**src/rtl/core/pmffs_pkg.sv**
```systemverilog
// ----------------------------------------------------------------------------
// Free frame stack memory package
// Shared widths, codes and interface types of the physical memory block.
// ----------------------------------------------------------------------------
package pmffs_pkg;

  localparam int unsigned MemBytesDef  = 1024;
  localparam int unsigned PageBytesDef = 256;
  localparam int unsigned StackDepth   = 4;
  localparam int unsigned AddrW        = 10;
  localparam int unsigned DataW        = 8;
  localparam int unsigned FrameW       = 2;
  localparam int unsigned CountW       = 3;

  typedef enum logic [1:0] {
    ActRead   = 2'd0,
    ActWrite  = 2'd1,
    ActTake   = 2'd2,
    ActReturn = 2'd3
  } action_e;

  typedef enum logic [1:0] {
    StOk      = 2'd0,
    StNoFrame = 2'd1,
    StFull    = 2'd2
  } status_e;

  typedef struct packed {
    logic              pop;
    logic              push;
    logic [FrameW-1:0] frame;
  } stack_req_t;

  typedef struct packed {
    status_e           status;
    logic [FrameW-1:0] frame;
  } stack_rsp_t;

endpackage

```
**src/rtl/core/pmffs_free_stack.sv**
```systemverilog
// ----------------------------------------------------------------------------
// Free frame stack
// LIFO of free frame numbers with its fill count; answers a pop or push at once.
// ----------------------------------------------------------------------------
module pmffs_free_stack import pmffs_pkg::*; #(
  parameter int unsigned MEM_BYTES  = MemBytesDef,
  parameter int unsigned PAGE_BYTES = PageBytesDef
) (
  input  logic       clk_i,
  input  logic       rst_ni,
  input  stack_req_t req_i,
  output stack_rsp_t rsp_o
);

  localparam int unsigned PageCnt = MEM_BYTES / PAGE_BYTES;
  localparam int unsigned Frames  = (PageCnt > StackDepth) ? StackDepth : PageCnt;

  logic [FrameW-1:0] stack_q [StackDepth];
  logic [CountW-1:0] count_q;
  logic [CountW-1:0] count_dec;
  logic              can_pop;
  logic              can_push;

  assign count_dec = count_q - CountW'(1);
  assign can_pop   = (count_q != '0) && (count_q <= CountW'(StackDepth));
  assign can_push  = count_q < CountW'(StackDepth);

  always_comb begin
    rsp_o.status = StOk;
    rsp_o.frame  = '0;
    if (req_i.pop) begin
      if (can_pop) begin
        rsp_o.frame = stack_q[count_dec[FrameW-1:0]];
      end else begin
        rsp_o.status = StNoFrame;
      end
    end else if (req_i.push && !can_push) begin
      rsp_o.status = StFull;
    end
  end

  always_ff @(posedge clk_i or negedge rst_ni) begin
    if (!rst_ni) begin
      count_q <= CountW'(Frames);
      for (int i = 0; i < StackDepth; i++) begin
        stack_q[i] <= (i < Frames) ? FrameW'(Frames - 1 - i) : '0;
      end
    end else if (req_i.pop && can_pop) begin
      count_q <= count_dec;
    end else if (req_i.push && can_push) begin
      stack_q[count_q[FrameW-1:0]] <= req_i.frame;
      count_q                      <= count_q + CountW'(1);
    end
  end

endmodule

```
**config.mk**
```make
export PLATFORM = sky130hd
export DESIGN_NAME = pmffs_free_stack
export DESIGN_NICKNAME = d
export VERILOG_FILES = /design/src/rtl/core/pmffs_pkg.sv /design/src/rtl/core/pmffs_free_stack.sv
export SDC_FILE = /design/constraint.sdc
export NUM_CORES = 1
export LEC_CHECK = 0
export ABC_AREA = 1
export BUFFER_PORTS_ARGS = -buffer_cell sky130_fd_sc_hd__clkbuf_2
export CORE_MARGIN = 1
export CORE_UTILIZATION = 45
export CTS_BUF_LIST = sky130_fd_sc_hd__clkbuf_8
export DETAILED_ROUTE_END_ITERATION = 8
export GPL_ROUTABILITY_DRIVEN = 0
export PLACE_DENSITY = 0.65
export SETUP_SLACK_MARGIN = 0.5
export SKIP_CTS_REPAIR_TIMING = 1
export SLEW_MARGIN = 25
export SYNTH_ARGS = -nofsm -noshare
export SYNTH_HDL_FRONTEND = slang
export SYNTH_SLANG_ARGS = --single-unit
```
**constraint.sdc**
```tcl
create_clock -name clk_i -period 2.21 [get_ports clk_i]
set_input_delay 0.442 -clock clk_i [delete_from_list [all_inputs] [get_ports clk_i]]
set_output_delay 0.442 -clock clk_i [all_outputs]
set_load 0.01 [all_outputs]
```
# Word-level counts from Yosys, hierarchy flattened

Cells that the tools add are included.

Reductions and logical operators: 9
$add $sub $neg: 2
$lt $le $gt $ge: 5
Mux-type cells: 13
Bitwise operators: 3

Operators by type and width:

| kind                                                                  | number |
|---|---|
| 2-bit two-way mux                                                     | 7 |
| 8-bit bitwise mux                                                     | 1 |
| 3-bit greater-or-equal comparator (second input constant)             | 2 |
| 3-bit two-way mux                                                     | 2 |
| 2-bit NOT with 3-bit output                                           | 2 |
| 1-bit logical AND                                                     | 5 |
| 2-bit binary-select mux with 2-bit select                             | 1 |
| 2-bit demux with 2-bit select                                         | 1 |
| 3-bit by 1-bit adder with 3-bit output (second input constant)        | 1 |
| 3-bit less-or-equal comparator (second input constant)                | 1 |
| 3-bit by 1-bit < comparator with 1-bit output (second input constant) | 1 |
| 3-bit < comparator (second input constant)                            | 1 |
| 3-bit nonzero test                                                    | 1 |
| 3-bit by 1-bit subtractor with 3-bit output (second input constant)   | 1 |
| 2-bit AND reduction                                                   | 1 |
| 2-bit nonzero test                                                    | 1 |
| 1-bit logical NOT                                                     | 1 |
| 1-bit two-way mux                                                     | 1 |
| 1-bit NOT                                                             | 1 |

Output and inout port bits: 4
Logic and storage cells: 37
Flip-flop bits (word level): 11
Input port bits: 6

# Longest topological paths before layout

Gate-level depths: netlist of run 1.

Depth in word-level cells: 7
Depth in mapped cells: 8
Depth with buffers taken out: 8

# Least setup slack after synthesis of run 1

Ideal clock, no wire load.

Kind: reg2out
From: register count_q[0]
To: output port rsp_o[0] (netlist bit)
Slack: 446 ps
Path buffers: 1
Arrival: 1322 ps
Cell stages (with the launch flop): 7
Required time: 1768 ps
Cell sequence: dfrtp_1 > inv_2 > ha_1 > nand2_2 > nand3_4 > buf_8 > a21oi_2

RTL lines:

| what                   | line                   | source |
|---|---|---|
| start, declared        | pmffs_free_stack.sv:19 | `logic [CountW-1:0] count_q;` |
| start signal, assigned | pmffs_free_stack.sv:44 | `count_q <= CountW'(Frames);` |
| start signal, assigned | pmffs_free_stack.sv:49 | `count_q <= count_dec;` |
| start signal, assigned | pmffs_free_stack.sv:52 | `count_q <= count_q + CountW'(1);` |
| end, declared          | pmffs_free_stack.sv:12 | `output stack_rsp_t rsp_o` |

==> flow_metrics.py, run 1 <==
metrics = {
    "clocking": {
        "path_clk_slew_ps": 50,
        "insertion_delay_ps": 240,
        "clockBufferDepth": 2,
        "cts_htree_levels": 1,
        "cts_made_buffers": 3,
        "root_buffer": "clkbuf_8",
        "numClockSinks": 11,
        "cts_tree": "yes",
    },
    "floorplanning": {
        "start_util_pct": 50.2,
        "die_w_um": 41.0,
        "placementRows": 13,
        "dieHeight_um": 41.0,
        "ioPinCount": 10,
        "fp.dieArea_um2": 1680,
        "coreArea_um2": 1370,
    },
    "global_route": {
        "grt_usage_pct": 19.1,
        "use_met2_pct": 27.3,
        "grtUsageMet3_pct": 9.78,
        "grt_max_degree": 17,
        "grt_use_met1_pct": 24.9,
        "antenna_found_initial": 0,
        "globalRouteOverflowTotal": 0,
        "grt_pass1_wl_mm": 1.98,
        "grt_pass1_vias": 445,
        "grt_busiest_layer": "met2",
    },
    "yosys": {
        "synth-warning-count": 0,
        "syn_area_um2": 686,
        "syn-num-nets": 93,
        "synth_cell_types": 21,
        "syn_inst": 83,
        "ys_seq_area_share_pct": 41.1,
        "avgSynthCellArea_um2": 8.26,
        "ys_ff_latch": 11,
    },
    "final_layout": {
        "final_cells": 122,
        "drive_gt1_share_pct": 49.5,
        "area_growth_pct": 35.8,
        "final_cell_area_um2": 931,
        "final_nets": 118,
        "final_util_pct": 68.1,
        "diodes": 0,
    },
    "setup_path": {
        "cp_max_fo": 4,
        "worstPathRequired_ps": 1770,
        "worst-r2r-setup-slack_ps": 810,
        "arrival_ps": 1450,
        "start_kind": "flip-flop",
        "crit_type": "reg -> out",
        "critPathCaptureType": "primary output",
    },
    "timing": {
        "period_share_pct": 85.5,
        "rsz0062_at_grt": "true",
        "fin_ws_ps": 321,
        "tightest_slew_ps": 546,
        "setup_tns_ps": 0,
        "setup_viol": 0,
        "finalClockSkew_ps": 5.69,
        "min_period_ps": 1890,
        "max-slew-margin-rel_pct": 63.6,
        "max_freq_mhz": 530,
        "slew_viol_final": 0,
        "finalHoldViolCount": 0,
    },
    "run_status": {
        "status": "finished clean",
    },
    "route": {
        "drc": 0,
        "dr.pass1.iters": 4,
        "avgViaCountPerCell": 5.55,
        "wl_per_cell_um": 14.4,
        "ant_nets": 0,
        "drt_iter0_drc": 30,
        "wirelength_mm": 1.75,
        "vias": 677,
    },
    "power": {
        "cellLeakagePower_nw": 0.473,
        "peakVddDrop_v": 0.000904,
        "power_density_nw_per_um2": 1710,
    },
    "run": {
        "max_cap_viol_count": 0,
    },
    "place": {
        "hpwl_mm": 1.00,
        "dp_slack_ps": 307,
        "placed_area_um2": 731,
        "numPortBuffers": 9,
        "dpl.cell_count": 105,
    },
    "hold_path": {
        "min_path_type": "in -> async",
    },
}
## final timing paths
path | start | to | cells past startpoint
min in group clk_i | stack_q[7]$_DFFE_PN1P_ | stack_q[7]$_DFFE_PN1P_ | 2
min | rst_ni | stack_q[4]$_DFFE_PN0P_ | 1
max reg2reg | count_q[1]$_DFFE_PN0P_ | count_q[1]$_DFFE_PN0P_ | 9
max | count_q[1]$_DFFE_PN0P_ | rsp_o[1] | 7
min reg2reg | stack_q[7]$_DFFE_PN1P_ | stack_q[7]$_DFFE_PN1P_ | 2
max in group asynchronous | rst_ni | stack_q[7]$_DFFE_PN1P_ | 1
## Yosys cell counts (all sizes together)
cell type   n  area share (%)
buf         2             3.3
o211ai      1             1.1
nor3        1            0.73
nand3      10              11
nor2        7             4.2
nand4       6             5.5
dfrtp       6              22
nand2      24              14
o21ai       4             2.9
a21oi       3             3.3
inv        10             5.5
ha          4             7.3
dfstp       5              19
## cell families after synthesis
family	synth area share, %
buffers and inverters	8.76
DFF	41.1
and+or+nand+nor	35.6
AOI/OAI and AO/OA	7.30
adders and majority gates	7.30
## worst max-delay path, cell delays in order, from the launching register on
cell,delay (ps)
dfrtp_1,400
inv_2,80
ha_4,300
inv_4,50
nor2_4,80
o21ai_2,60
a21oi_2,110
buf_2,130
## cell type report
cell class / count / area (um2)
Clock inverter: 1 / 3.75
Clock buffer: 3 / 41.3
Fill cell: 102 / 435
Inverter: 10 / 42.5
Tap cell: 15 / 18.8
Sequential cell: 11 / 283
Multi-Input combinational cell: 61 / 407
Timing Repair Buffer: 21 / 135
## registers in the layout, summed over array words and instances (netlist names)
name and flops:
stack_q 8, count_q 3
## cell usage in the layout (no fill, tap or decap), drive strengths merged
master	count
o21ai	4
dfrtp	6
nor3	1
nand3	11
nor2	7
ha	4
nand4	6
inv	11
nand2	24
buf	15
o211ai	1
clkbuf	9
a21oi	3
dfstp	5
## power by group
part	internal [W]	switching, W	leakage, nW
Clock	0.000121	0.0000687	0.0269
Sequential	0.000331	0.0000864	0.126
Combinational	0.000436	0.000546	0.321
## routing by layer
metal,share of wire [%],wire length [um],up-vias
li1,-,-,326
met4,1.8,32,0
met1,41,716,321
met2,51,897,24
met3,5.9,104,6
met5,0,0,-
## through the flow
step | hold slack [ps] | power, W
final | 66.8 | 0.00159
after global routing | 90.8 | 0.00169
after CTS | 74.4 | 0.00120
after detailed placement | 326 | 0.00101
after global placement | 329 | 0.000997
after floorplan | 146 | 0.000892
Note: power is estimated with default switching activity, not from simulation.
==> run 2, diff against run 1 <==
--- a/config.mk
+++ b/config.mk
@@ -7,6 +7,7 @@
 export LEC_CHECK = 0
 export ABC_AREA = 1
 export BUFFER_PORTS_ARGS = -buffer_cell sky130_fd_sc_hd__clkbuf_2
+export CORE_ASPECT_RATIO = 1.1
 export CORE_MARGIN = 1
 export CORE_UTILIZATION = 45
 export CTS_BUF_LIST = sky130_fd_sc_hd__clkbuf_8
==> flow_metrics.py, run 2 (synthesis results as in run 1) <==
metrics = {
    "timing": {
        "setup_viol": 0,
        "setup_tns_ps": 0,
        "max-slew-margin-rel_pct": 64.4,
        "finalClockSkew_ps": 8.76,
        "finalHoldViolCount": 0,
        "tightest_slew_ps": 534,
        "min_period_ps": 1970,
        "max_freq_mhz": 507,
        "period_share_pct": 89.2,
        "slew_viol_final": 0,
        "worst_hold_slack_ps": 66.3,
        "fin_ws_ps": 238,
        "rsz0062_at_grt": "true",
    },
    "global_route": {
        "grt_pass1_vias": 503,
        "grtUsageMet3_pct": 4.71,
        "use_met2_pct": 32.0,
        "grt_max_degree": 17,
        "globalRouteOverflowTotal": 0,
        "grt_busiest_layer": "met2",
        "grt_usage_pct": 20.8,
        "antenna_found_initial": 0,
        "grt_use_met1_pct": 27.6,
        "grt_pass1_wl_mm": 2.33,
    },
    "final_layout": {
        "reg_top3": "stack_q x8, count_q x3",
        "largest_reg_flops": 8,
        "final_util_pct": 66.8,
        "final_common_cell": "nand2_1",
        "regMostFlops": "stack_q",
        "final_cells": 124,
        "diodes": 0,
        "nFillCells": 104,
        "final_cell_mix": "nand2_1, buf_4",
        "drive_gt1_share_pct": 48.1,
        "area_growth_pct": 36.5,
        "final_nets": 119,
    },
    "clocking": {
        "insertion_delay_ps": 240,
        "cts_tree": "yes",
        "cts_htree_levels": 1,
        "clockBufferDepth": 2,
        "numClockSinks": 11,
        "root_buffer": "clkbuf_8",
        "cts_made_buffers": 3,
        "path_clk_slew_ps": 60,
    },
    "place": {
        "numPortBuffers": 9,
        "dp_slack_ps": 334,
        "dpl.cell_count": 106,
        "hpwl_mm": 1.02,
    },
    "setup_path": {
        "cpMostUsedCell": "buf_4",
        "path_cells": "buf_4, buf_4, nor2_1, nor2_4, o21ai_2, a21oi_2, buf_2",
        "crit_slowest_cell": "dfrtp_2",
        "critPathCaptureType": "primary output",
        "crit_family": "flip-flops",
        "crit_type": "reg -> out",
        "max_stage_delay_ps": 450,
        "cp_max_fo": 5,
        "arrival_ps": 1530,
        "start_kind": "flip-flop",
        "worstPathRequired_ps": 1770,
        "crit_buf_inv": 3,
    },
    "floorplanning": {
        "placementRows": 14,
        "dieHeight_um": 42.9,
        "coreArea_um2": 1400,
        "ioPinCount": 10,
        "die_w_um": 39.2,
        "start_util_pct": 48.9,
        "fp.dieArea_um2": 1680,
    },
    "route": {
        "wl_per_cell_um": 15.3,
        "dr.pass1.iters": 4,
        "drt_iter0_drc": 19,
        "drc": 0,
        "ant_nets": 0,
        "wirelength_mm": 1.90,
        "vias": 698,
        "avgViaCountPerCell": 5.63,
    },
    "power": {
        "peakVddDrop_v": 0.000861,
        "cellLeakagePower_nw": 0.478,
        "power_density_nw_per_um2": 1730,
    },
    "run": {
        "max_cap_viol_count": 0,
    },
    "hold_path": {
        "min_path_type": "in -> async",
    },
    "run_status": {
        "status": "finished clean",
    },
}
## run 2: cell types whose count changed in the layout (fill, tap and decap cells not counted), sizes merged
cell	previous run	this run
buf	15	17
nand3	11	10
## run 2: area by class of cell
class | count | area, um2 | area share, %
Tap cell | 16 | 20.0 | 2.14
Multi-Input combinational cell | 60 | 393 | 42.0
Clock buffer | 3 | 41.3 | 4.41
Clock inverter | 1 | 3.75 | 0.401
Timing Repair Buffer | 23 | 150 | 16.0
Sequential cell | 11 | 283 | 30.2
Inverter | 10 | 45.0 | 4.81
## run 2: routing by layer
metal | vias up | part of all wire [%] | wire, um
met4 | 0 | 2.3 | 44
met3 | 8 | 4.2 | 80
met1 | 341 | 42 | 796
met2 | 26 | 51 | 977
li1 | 323 | - | -
met5 | - | 0 | 0
## run 2: worst register-to-register path, cell delays in order, from the launching register on
cell and delay [ps]:
dfrtp_2 450, inv_4 110, ha_4 170, nand2_4 70, nand3_4 150, buf_4 170
nand3_1 110, nand2_1 90, nand2_1 50
## run 2: final timing paths
path	from	endpoint	slack, ps	cells after the start
worst min register to register	stack_q[2]$_DFFE_PN1P_	stack_q[2]$_DFFE_PN1P_	470	2
min in group clk_i	stack_q[2]$_DFFE_PN1P_	stack_q[2]$_DFFE_PN1P_	470	2
worst max register to register	count_q[0]$_DFFE_PN0P_	stack_q[1]$_DFFE_PN0P_	730	8
max in group asynchronous	rst_ni	stack_q[5]$_DFFE_PN1P_	1860	1
worst min-delay path	rst_ni	count_q[1]$_DFFE_PN0P_	70	1
worst max-delay path	count_q[0]$_DFFE_PN0P_	rsp_o[1]	240	7
## run 2: stage by stage
step | total power [W] | area (um2)
2_1_floorplan | 0.000892 | 689
3_5_place_dp | 0.00101 | 732
6_report | 0.00162 | 936
4_1_cts | 0.00122 | 777
5_1_grt | 0.00172 | 936
3_3_place_gp | 0.000997 | 732
## run 2: report_power, final
group / switching, W / leakage (nW) / internal (W)
combinational: 0.000549 / 0.325 / 0.000446
sequential: 0.0000920 / 0.126 / 0.000330
clock: 0.0000822 / 0.0269 / 0.000122
